<file path="src/hw/rtl/rpm_pkg.sv">
// rpm_pkg: shared types, widths and constants of the windowed rms power meter
// no dependencies; used by rpm_alu, rpm_core and windowed_rms_power_meter_unit
package rpm_pkg;

  localparam int unsigned AdcW     = 10;
  localparam int unsigned MvW      = 12;
  localparam int unsigned OffW     = 12;
  localparam int unsigned DW       = 13;
  localparam int unsigned SqW      = 24;
  localparam int unsigned SumW     = 40;
  localparam int unsigned CntW     = 16;
  localparam int unsigned WlenW    = 16;
  localparam int unsigned LvW      = 9;
  localparam int unsigned PwrW     = 20;
  localparam int unsigned SlotW    = 11;
  localparam int unsigned CfgAddrW = 1;
  localparam int unsigned CfgDataW = 16;

  localparam int unsigned QW       = 32;
  localparam int unsigned RemW     = CntW;
  localparam int unsigned RootW    = QW / 2;
  localparam int unsigned SremW    = RootW + 2;
  localparam int unsigned PmW      = 25;
  localparam int unsigned IterW    = $clog2(QW);

  localparam int unsigned AluW     = SumW;
  localparam int unsigned MulW     = 25;
  localparam int unsigned ProdW    = 2 * MulW;

  localparam int unsigned LogDepth = 2000;

  // mv = (adc * MvRecip) >> MvShift equals floor(adc * 3300 / 1023) for all adc
  localparam logic [21:0] MvRecip    = 22'd3382504;
  localparam int unsigned MvShift    = 20;
  localparam logic [MvW-1:0] MvMid   = 12'd1650;
  // x / 33 as (x * Div33Recip) >> Div33Shift, exact for x below 2**25
  localparam logic [PmW-1:0] Div33Recip = 25'd32537632;
  localparam int unsigned Div33Shift    = 30;

  localparam logic [CntW-2:0] FreqLo = 15'd25;
  localparam logic [CntW-2:0] FreqHi = 15'd75;

  localparam logic [WlenW-1:0] WlenReset = 16'd1000;
  localparam logic [LvW-1:0]   LvReset   = 9'd230;

  typedef enum logic [CfgAddrW-1:0] {
    CFG_WINDOW_LENGTH = 1'b0,
    CFG_LINE_VOLTAGE  = 1'b1
  } cfg_idx_e;

  typedef enum logic [1:0] {
    ALU_ADD,
    ALU_SUB,
    ALU_MUL
  } alu_op_e;

  typedef struct packed {
    alu_op_e         op;
    logic [AluW-1:0] a;
    logic [AluW-1:0] b;
  } alu_req_t;

  typedef struct packed {
    logic [PwrW-1:0]  power;
    logic [PwrW-1:0]  peak;
    logic             rejected;
    logic             logged;
    logic [SlotW-1:0] slot;
  } result_t;

endpackage

</file>
<file path="src/hw/rtl/rpm_alu.sv">
// rpm_alu: shared add, subtract and multiply unit of the power meter
// depends on rpm_pkg; the sub result carries the borrow in bit AluW
module rpm_alu (
  input  rpm_pkg::alu_req_t          req_i,
  output logic [rpm_pkg::ProdW-1:0]  res_o
);
  import rpm_pkg::*;

  logic [MulW-1:0]  mul_a;
  logic [MulW-1:0]  mul_b;
  logic [ProdW-1:0] prod;

  assign mul_a = req_i.a[MulW-1:0];
  assign mul_b = req_i.b[MulW-1:0];
  assign prod  = ProdW'(mul_a) * ProdW'(mul_b);

  always_comb begin
    case (req_i.op)
      ALU_ADD: res_o = ProdW'({1'b0, req_i.a} + {1'b0, req_i.b});
      ALU_SUB: res_o = ProdW'({1'b0, req_i.a} - {1'b0, req_i.b});
      ALU_MUL: res_o = prod;
      default: res_o = '0;
    endcase
  end

endmodule

</file>
<file path="src/hw/rtl/rpm_core.sv">
// rpm_core: sequencer and window state, uses rpm_alu; per sample conversion and
// accumulation; in-range window close: bit serial divide, square root, power scale
module rpm_core (
  input  logic                          clk_i,
  input  logic                          rst_ni,
  input  logic                          start_i,
  input  logic [rpm_pkg::AdcW-1:0]      adc_i,
  input  logic [rpm_pkg::WlenW-1:0]     wlen_i,
  input  logic [rpm_pkg::LvW-1:0]       lv_i,
  input  logic                          out_busy_i,
  output logic                          busy_o,
  output logic                          res_valid_o,
  output rpm_pkg::result_t              res_o
);
  import rpm_pkg::*;

  typedef enum logic [3:0] {
    S_IDLE,
    S_MV,
    S_SQ,
    S_ACC,
    S_CHK,
    S_DIV,
    S_SQRT,
    S_PWR_MUL,
    S_PWR_DIV,
    S_FIN
  } state_e;

  state_e            state_q;
  logic [AdcW-1:0]   adc_q;
  logic [MvW-1:0]    mv_q;
  logic [SqW-1:0]    sq_q;
  logic [OffW-1:0]   prev_off_q;
  logic [1:0]        sign_q;
  logic [SumW-1:0]   sum_q;
  logic [CntW-1:0]   cnt_q;
  logic [CntW-1:0]   cross_q;
  logic [RemW-1:0]   rem_q;
  logic [QW-1:0]     dq_q;
  logic [SremW-1:0]  srem_q;
  logic [RootW-1:0]  root_q;
  logic [IterW-1:0]  iter_q;
  logic [PmW-1:0]    pm_q;
  logic [PwrW-1:0]   power_q;
  logic              rej_q;
  logic [PwrW-1:0]   peak_q;
  logic [SlotW-1:0]  log_cnt_q;

  alu_req_t          alu_req;
  logic [ProdW-1:0]  alu_res;
  logic              borrow;

  logic signed [DW-1:0] off_w;
  logic signed [DW-1:0] d_w;
  logic [MvW-1:0]       mag_w;
  logic                 pos_w;
  logic                 neg_w;
  logic                 cross_w;
  logic                 close_w;
  logic [CntW-2:0]      freq_w;
  logic                 freq_ok_w;

  logic [RemW-1:0]   rem_d;
  logic [QW-1:0]     dq_d;
  logic [SremW-1:0]  srem_d;
  logic [RootW-1:0]  root_d;
  logic [PwrW-1:0]   peak_d;
  logic              log_ok;

  rpm_alu u_alu (
    .req_i (alu_req),
    .res_o (alu_res)
  );

  assign borrow = alu_res[AluW];

  // sample conversion: centered offset, two sample sum, sign and magnitude
  assign off_w   = $signed({1'b0, mv_q}) - $signed({1'b0, MvMid});
  assign d_w     = off_w + $signed({prev_off_q[OffW-1], prev_off_q});
  assign neg_w   = d_w[DW-1];
  assign pos_w   = !d_w[DW-1] && (d_w != '0);
  assign mag_w   = neg_w ? MvW'(-d_w) : MvW'(d_w);
  assign cross_w = (pos_w && sign_q[1]) || (neg_w && sign_q[0]);

  assign close_w   = (cnt_q != '0) && (cnt_q >= wlen_i);
  assign freq_w    = cross_q[CntW-1:1];
  assign freq_ok_w = (freq_w >= FreqLo) && (freq_w <= FreqHi);

  // restoring divide and square root steps
  assign rem_d  = borrow ? {rem_q[RemW-2:0], dq_q[QW-1]} : alu_res[RemW-1:0];
  assign dq_d   = {dq_q[QW-2:0], !borrow};
  assign srem_d = borrow ? {srem_q[SremW-3:0], dq_q[QW-1:QW-2]} : alu_res[SremW-1:0];
  assign root_d = {root_q[RootW-2:0], !borrow};

  assign peak_d = (power_q > peak_q) ? power_q : peak_q;
  assign log_ok = log_cnt_q < SlotW'(LogDepth);

  always_comb begin
    alu_req.op = ALU_ADD;
    alu_req.a  = '0;
    alu_req.b  = '0;
    case (state_q)
      S_MV: begin
        alu_req.op = ALU_MUL;
        alu_req.a  = AluW'(adc_q);
        alu_req.b  = AluW'(MvRecip);
      end
      S_SQ: begin
        alu_req.op = ALU_MUL;
        alu_req.a  = AluW'(mag_w);
        alu_req.b  = AluW'(mag_w);
      end
      S_ACC: begin
        alu_req.op = ALU_ADD;
        alu_req.a  = AluW'(sum_q);
        alu_req.b  = AluW'(sq_q);
      end
      S_DIV: begin
        alu_req.op = ALU_SUB;
        alu_req.a  = AluW'({rem_q, dq_q[QW-1]});
        alu_req.b  = AluW'(cnt_q);
      end
      S_SQRT: begin
        alu_req.op = ALU_SUB;
        alu_req.a  = AluW'({srem_q, dq_q[QW-1:QW-2]});
        alu_req.b  = AluW'({root_q, 2'b01});
      end
      S_PWR_MUL: begin
        alu_req.op = ALU_MUL;
        alu_req.a  = AluW'(root_q);
        alu_req.b  = AluW'(lv_i);
      end
      S_PWR_DIV: begin
        alu_req.op = ALU_MUL;
        alu_req.a  = AluW'(pm_q);
        alu_req.b  = AluW'(Div33Recip);
      end
      default: begin
        alu_req.op = ALU_ADD;
      end
    endcase
  end

  always_ff @(posedge clk_i or negedge rst_ni) begin
    if (!rst_ni) begin
      state_q    <= S_IDLE;
      adc_q      <= '0;
      mv_q       <= '0;
      sq_q       <= '0;
      prev_off_q <= '0;
      sign_q     <= '0;
      sum_q      <= '0;
      cnt_q      <= '0;
      cross_q    <= '0;
      rem_q      <= '0;
      dq_q       <= '0;
      srem_q     <= '0;
      root_q     <= '0;
      iter_q     <= '0;
      pm_q       <= '0;
      power_q    <= '0;
      rej_q      <= 1'b0;
      peak_q     <= '0;
      log_cnt_q  <= '0;
    end else begin
      case (state_q)
        S_IDLE: begin
          if (start_i) begin
            adc_q   <= adc_i;
            state_q <= S_MV;
          end
        end
        S_MV: begin
          mv_q    <= alu_res[MvShift+MvW-1:MvShift];
          state_q <= S_SQ;
        end
        S_SQ: begin
          sq_q       <= alu_res[SqW-1:0];
          prev_off_q <= OffW'(off_w);
          sign_q     <= {neg_w, pos_w};
          if (cross_w) begin
            cross_q <= cross_q + 1'b1;
          end
          state_q <= S_ACC;
        end
        S_ACC: begin
          sum_q   <= alu_res[SumW-1:0];
          cnt_q   <= cnt_q + 1'b1;
          state_q <= S_CHK;
        end
        S_CHK: begin
          if (!close_w) begin
            state_q <= S_IDLE;
          end else if (freq_ok_w) begin
            rem_q   <= sum_q[SumW-1:SumW-RemW];
            dq_q    <= {sum_q[SumW-RemW-1:0], 8'b0};
            iter_q  <= IterW'(QW - 1);
            rej_q   <= 1'b0;
            state_q <= S_DIV;
          end else begin
            power_q <= '0;
            rej_q   <= 1'b1;
            state_q <= S_FIN;
          end
        end
        S_DIV: begin
          rem_q  <= rem_d;
          dq_q   <= dq_d;
          iter_q <= iter_q - 1'b1;
          if (iter_q == '0) begin
            srem_q  <= '0;
            root_q  <= '0;
            iter_q  <= IterW'(RootW - 1);
            state_q <= S_SQRT;
          end
        end
        S_SQRT: begin
          srem_q <= srem_d;
          root_q <= root_d;
          dq_q   <= {dq_q[QW-3:0], 2'b00};
          iter_q <= iter_q - 1'b1;
          if (iter_q == '0) begin
            state_q <= S_PWR_MUL;
          end
        end
        S_PWR_MUL: begin
          pm_q    <= alu_res[PmW-1:0];
          state_q <= S_PWR_DIV;
        end
        S_PWR_DIV: begin
          power_q <= alu_res[Div33Shift+PwrW-1:Div33Shift];
          state_q <= S_FIN;
        end
        S_FIN: begin
          if (!out_busy_i) begin
            peak_q  <= peak_d;
            if (log_ok) begin
              log_cnt_q <= log_cnt_q + 1'b1;
            end
            sum_q   <= '0;
            cnt_q   <= '0;
            cross_q <= '0;
            state_q <= S_IDLE;
          end
        end
        default: begin
          state_q <= S_IDLE;
        end
      endcase
    end
  end

  assign busy_o         = (state_q != S_IDLE);
  assign res_valid_o    = (state_q == S_FIN) && !out_busy_i;
  assign res_o.power    = power_q;
  assign res_o.peak     = peak_d;
  assign res_o.rejected = rej_q;
  assign res_o.logged   = log_ok;
  assign res_o.slot     = log_ok ? log_cnt_q : '0;

endmodule

</file>
<file path="src/hw/rtl/windowed_rms_power_meter_unit.sv">
// windowed_rms_power_meter_unit: top level with configuration registers and
// result output register; depends on rpm_pkg and rpm_core
//
// Input channel: one 10-bit current sample per request (in_valid_i/in_stall_o).
// Output channel: one request per finished window (out_valid_o/out_stall_i)
// carrying power, peak power, noise reject flag and log slot.
// Configuration: cfg_we_i writes window length (index 0) or line voltage
// (index 1) from cfg_wdata_i in the same cycle.
// A sample that does not close a window keeps the block busy through the MV,
// SQ, ACC and CHK states after it is taken; no sample is taken while busy.
// A closing window whose crossing rate is in range needs a 32 step divide and
// a 16 step square root in the shared unit, then PWR_MUL, PWR_DIV and FIN;
// the next sample is taken no earlier than its result shows on the output.
// A rejected window goes from CHK straight to FIN to give its result.
// The output register holds a result while the receiver stalls; a sample can
// still be taken then, but the next result waits in the core until the
// register is free.
// Reset clears all window state, the peak and the log count, and restores the
// default window length of 1000 and line voltage of 230.
module windowed_rms_power_meter_unit (
  input  logic                          clk_i,
  input  logic                          rst_ni,
  input  logic                          in_valid_i,
  output logic                          in_stall_o,
  input  logic [rpm_pkg::AdcW-1:0]      adc_sample_i,
  output logic                          out_valid_o,
  input  logic                          out_stall_i,
  output logic [rpm_pkg::PwrW-1:0]      power_q4_o,
  output logic [rpm_pkg::PwrW-1:0]      peak_power_q4_o,
  output logic                          noise_rejected_o,
  output logic                          logged_o,
  output logic [rpm_pkg::SlotW-1:0]     log_slot_o,
  input  logic                          cfg_we_i,
  input  logic [rpm_pkg::CfgAddrW-1:0]  cfg_addr_i,
  input  logic [rpm_pkg::CfgDataW-1:0]  cfg_wdata_i
);
  import rpm_pkg::*;

  logic [WlenW-1:0] wlen_q;
  logic [LvW-1:0]   lv_q;
  logic             out_valid_q;
  result_t          out_q;
  logic             busy;
  logic             start;
  logic             out_busy;
  logic             res_valid;
  result_t          res;

  assign start    = in_valid_i && !busy;
  assign out_busy = out_valid_q && out_stall_i;

  rpm_core u_core (
    .clk_i       (clk_i),
    .rst_ni      (rst_ni),
    .start_i     (start),
    .adc_i       (adc_sample_i),
    .wlen_i      (wlen_q),
    .lv_i        (lv_q),
    .out_busy_i  (out_busy),
    .busy_o      (busy),
    .res_valid_o (res_valid),
    .res_o       (res)
  );

  always_ff @(posedge clk_i or negedge rst_ni) begin
    if (!rst_ni) begin
      wlen_q <= WlenReset;
      lv_q   <= LvReset;
    end else if (cfg_we_i) begin
      case (cfg_idx_e'(cfg_addr_i))
        CFG_WINDOW_LENGTH: wlen_q <= cfg_wdata_i[WlenW-1:0];
        CFG_LINE_VOLTAGE:  lv_q   <= cfg_wdata_i[LvW-1:0];
        default: begin
        end
      endcase
    end
  end

  always_ff @(posedge clk_i or negedge rst_ni) begin
    if (!rst_ni) begin
      out_valid_q <= 1'b0;
    end else if (res_valid) begin
      out_valid_q <= 1'b1;
    end else if (!out_stall_i) begin
      out_valid_q <= 1'b0;
    end
  end

  always_ff @(posedge clk_i) begin
    if (res_valid) begin
      out_q <= res;
    end
  end

  assign in_stall_o       = busy;
  assign out_valid_o      = out_valid_q;
  assign power_q4_o       = out_q.power;
  assign peak_power_q4_o  = out_q.peak;
  assign noise_rejected_o = out_q.rejected;
  assign logged_o         = out_q.logged;
  assign log_slot_o       = out_q.slot;

  a_reject_zero: assert property (@(posedge clk_i) disable iff (!rst_ni)
    out_valid_o && noise_rejected_o |-> power_q4_o == '0)
    else $error("rejected window with nonzero power");

  a_peak_bound: assert property (@(posedge clk_i) disable iff (!rst_ni)
    out_valid_o |-> peak_power_q4_o >= power_q4_o)
    else $error("peak below window power");

  a_slot_unlogged: assert property (@(posedge clk_i) disable iff (!rst_ni)
    out_valid_o && !logged_o |-> log_slot_o == '0)
    else $error("slot set without log entry");

  a_slot_range: assert property (@(posedge clk_i) disable iff (!rst_ni)
    out_valid_o && logged_o |-> log_slot_o < SlotW'(LogDepth))
    else $error("log slot out of range");

endmodule

</file>
<file path="config.mk">
export PLATFORM = sky130hd
export DESIGN_NAME = windowed_rms_power_meter_unit
export DESIGN_NICKNAME = d
export VERILOG_FILES = /design/src/hw/rtl/rpm_pkg.sv /design/src/hw/rtl/rpm_alu.sv /design/src/hw/rtl/rpm_core.sv /design/src/hw/rtl/windowed_rms_power_meter_unit.sv
export SDC_FILE = /design/constraint.sdc
export NUM_CORES = 2
export LEC_CHECK = 0
export BUFFER_PORTS_ARGS = -buffer_cell sky130_fd_sc_hd__buf_2
export CAP_MARGIN = 15
export CORE_AREA = 5 5 384 386
export CTS_CLUSTER_SIZE = 28
export DETAILED_ROUTE_END_ITERATION = 8
export DIE_AREA = 0 0 389 391
export MAX_ROUTING_LAYER = met4
export PLACE_DENSITY = 0.53
export SLEW_MARGIN = 20
export SYNTH_ARGS = -nofsm -noshare
export SYNTH_HDL_FRONTEND = slang
export SYNTH_SLANG_ARGS = --single-unit
</file>
<file path="constraint.sdc">
create_clock -name clk_i -period 20 [get_ports clk_i]
set_clock_uncertainty 0.2 [all_clocks]
set_input_delay 1 -clock clk_i [delete_from_list [all_inputs] [get_ports clk_i]]
set_output_delay 1 -clock clk_i [all_outputs]
set_load 0.05 [all_outputs]
</file>
==> summary.txt <==
Timing
  – Final period utilization: 64.1%
  – Pins Over Slew Limit: 0
  – Unrepaired setup endpoints after global routing: false
  – TNS Setup: 0 ps
  – Worst-Margin Slew: 1150 ps
  – Relative slew slack: 23.1%
  – Final hold vios: 0
  – Max Clock Freq: 0.0780 GHz
  – Period minus WS final: 12,820 ps
  – Final setup vio count: 0
  – WHS: 209 ps

Clock network
  – CTS Buffer Depth: 3
  – Post-CTS setup buffer count: 0
  – Root buffer selected by CTS: clkbuf_16
  – CTS sink count: 379
  – H-tree depth: 2
  – CTS Hold Bufs: 0
  – CTS buffer count: 42
  – Clock Latency Late Sink: 590 ps
  – Clock slew at reported path FFs: 60 ps
  – CTS resizes: 0
  – Clock tree from TritonCTS: done

Finish
  – Sequential Area: 9760 um2
  – Multi-input gate area: 28,900 um2
  – Area Growth Syn to Fin: 9.34%
  – Fill count: 14,900
  – Final nets: 5,664
  – Layout cell share with drive strength beyond 1: 8.15%
  – Diodes inserted: 0
  – Final core utilization: 32.6%

Floorplanning
  – Row count: 139
  – Die height: 391 um
  – Initial Util: 29.8%
  – Ports: 87
  – Die area: 152,000 um2
  – Core footprint: 143,000 um2
  – Die Wd: 389 um

Detailed routing
  – Final wirelength: 154,000 um
  – Antenna Nets Post-Route: 0
  – Total number of vias: 35,400
  – # DRC: 0
  – Drt pass-1 iters: 8
  – DRT iter0 DRCs: 3,317
  – WL per Instance: 22.8 um
  – Vias/cell: 5.24

Worst setup path
  – Slowest cell on the critical path: nor3b_1
  – Worst setup SP type: flip-flop
  – Crit path capture type: flip-flop
  – Max incr delay on CP: 870 ps
  – Crit path top cell by count: inv_1
  – Critical path arrival: 13,060 ps
  – CP required: 20,240 ps
  – CP Max Fanout: 51
  – Setup CP Type: flip-flop to flip-flop

Job
  – Max_cap viols: 0

Yosys
  – Top FF cell, synth: dfrtp_1
  – Async SR Flop Fraction: 86.0%
  – Synthesized Nets: 5,693
  – Syn_area_per_cell: 8.81 um2
  – Synthesis Warnings: 0
  – Sequential-to-total area share from yosys stat: 22.9%
  – Count of cell types in the netlist: 97
  – Cells after Synth: 4,840
  – Post-synth EDFFs: 53
  – Mapped cell area: 42,600 um2
  – FF+latch count, synth: 379

Place
  – PortBufs: 86
  – Gpl congestion: 0.952
  – Post-DP HPWL: 116,000 um

Global route
  – Vias in the first global route: 36,000
  – Global-route wire length before repair: 233,000 um
  – Initial antenna violation count: 2
  – Total global-route track usage: 20.5%
  – Pin count of the biggest net entering global routing: 159
  – GRT overflow: 0

Status
  – Status: finished, final reports clean

Hold path
  – HP Class: input pin to async pin
==> sequential cells by signal, indices dropped and copies added, names as in the netlist, 12 cells and up <==
signal and cells:
u_core.mv_q 12, u_core.root_q 16, power_q4_o 20, u_core.power_q 20, u_core.cnt_q 16, peak_power_q4_o 20, u_core.rem_q 16, u_core.pm_q 25
wlen_q 16, u_core.srem_q 18, u_core.dq_q 32, u_core.sum_q 40, u_core.cross_q 16, u_core.sq_q 24, u_core.prev_off_q 12, u_core.peak_q 20
==> Yosys cell counts, types with 54 or more instances <==
cell / number / area, um2
xnor2_1: 54 / 473
inv_1: 794 / 2980
nand2_1: 741 / 2780
fa_1: 529 / 10600
and2_1: 56 / 350
clkbuf_1: 191 / 717
o22ai_1: 60 / 375
nor2_1: 237 / 890
mux2_2: 70 / 788
nand3_1: 81 / 405
a21oi_1: 264 / 1320
o21ai_0: 248 / 1240
ha_1: 292 / 3650
and3_1: 55 / 344
dfrtp_1: 315 / 7880
a21o_1: 56 / 420
==> layout make-up <==
cell class | instances | share of cell area [%]
multi-input combinational | 3397 | 61.9
timing repair buffer | 181 | 2.49
tap | 1903 | 5.11
sequential | 379 | 20.9
clock inverter | 14 | 0.325
clock buffer | 64 | 2.67
inverter | 810 | 6.52
==> worst paths after layout <==
check                           startpoint                end  slack [ps]  cells past startpoint
max                         u_core.mv_q[1]   u_core.srem_q[7]        7180                     37
max reg2reg                 u_core.mv_q[1]   u_core.srem_q[7]        7180                     37
min in group clk_i         u_core.sq_q[18]    u_core.sq_q[18]         270                      2
max in group asynchronous           rst_ni  u_core.peak_q[12]       17110                      3
min reg2reg                u_core.sq_q[18]    u_core.sq_q[18]         270                      2
min                                 rst_ni    u_core.adc_q[3]         210                      1
==> cell families after synthesis <==
family,count (synthesis),synth area share [%]
mux,104,2.65
xor+xnor,87,1.79
buf+inv,1064,9.64
compound gates,997,15.1
flops,379,22.9
fa+ha+maj,821,33.4
simple gates,1388,14.5
==> per-stage QoR <==
stage                     instances  setup WS (ps)  instance area, um2
after CTS                      6747           7360               46600
after detailed placement       6669           7440               45200
after global routing           6748           6480               46600
after global placement         6668           7610               45200
final                          6748           7180               46600
after floorplan                4840          10160               42600
==> worst max-delay path: cells and delay by family, from the launching register on <==
kind / cells / cell delay (ps)
flip-flops: 1 / 480
AND/OR/NAND/NOR: 5 / 2010
AO/OA/AOI/OAI: 11 / 3790
multiplexers: 1 / 290
buffers and inverters: 9 / 1050
adder cells (fa/ha/maj): 11 / 4770
==> per-layer routing <==
| metal | share of wire (%) | vias up | GRT usage [%] |
|---|---|---|---|
| met5 | 0 | - | - |
| met4 | 3.6 | 0 | 6.08 |
| met3 | 7.7 | 233 | 3.65 |
| met2 | 44 | 1410 | 31.1 |
| met1 | 45 | 17900 | 28.1 |
| li1 | - | 15800 | - |
==> cells in the final DEF, fill, tap and decap left out, types with 54 or more instances in the layout <==
cell type / n
o21ai_0: 248
nand3_1: 79
and2_1: 56
and3_1: 55
a21o_1: 56
buf_4: 92
ha_1: 292
fa_1: 529
o22ai_1: 60
mux2_2: 70
inv_1: 794
buf_2: 86
nand2_1: 738
dfrtp_1: 315
nor2_1: 232
xnor2_1: 54
a21oi_1: 262
Power is not shown: default switching activity piles up to over one toggle a cycle in this logic, so the estimate is an artifact.
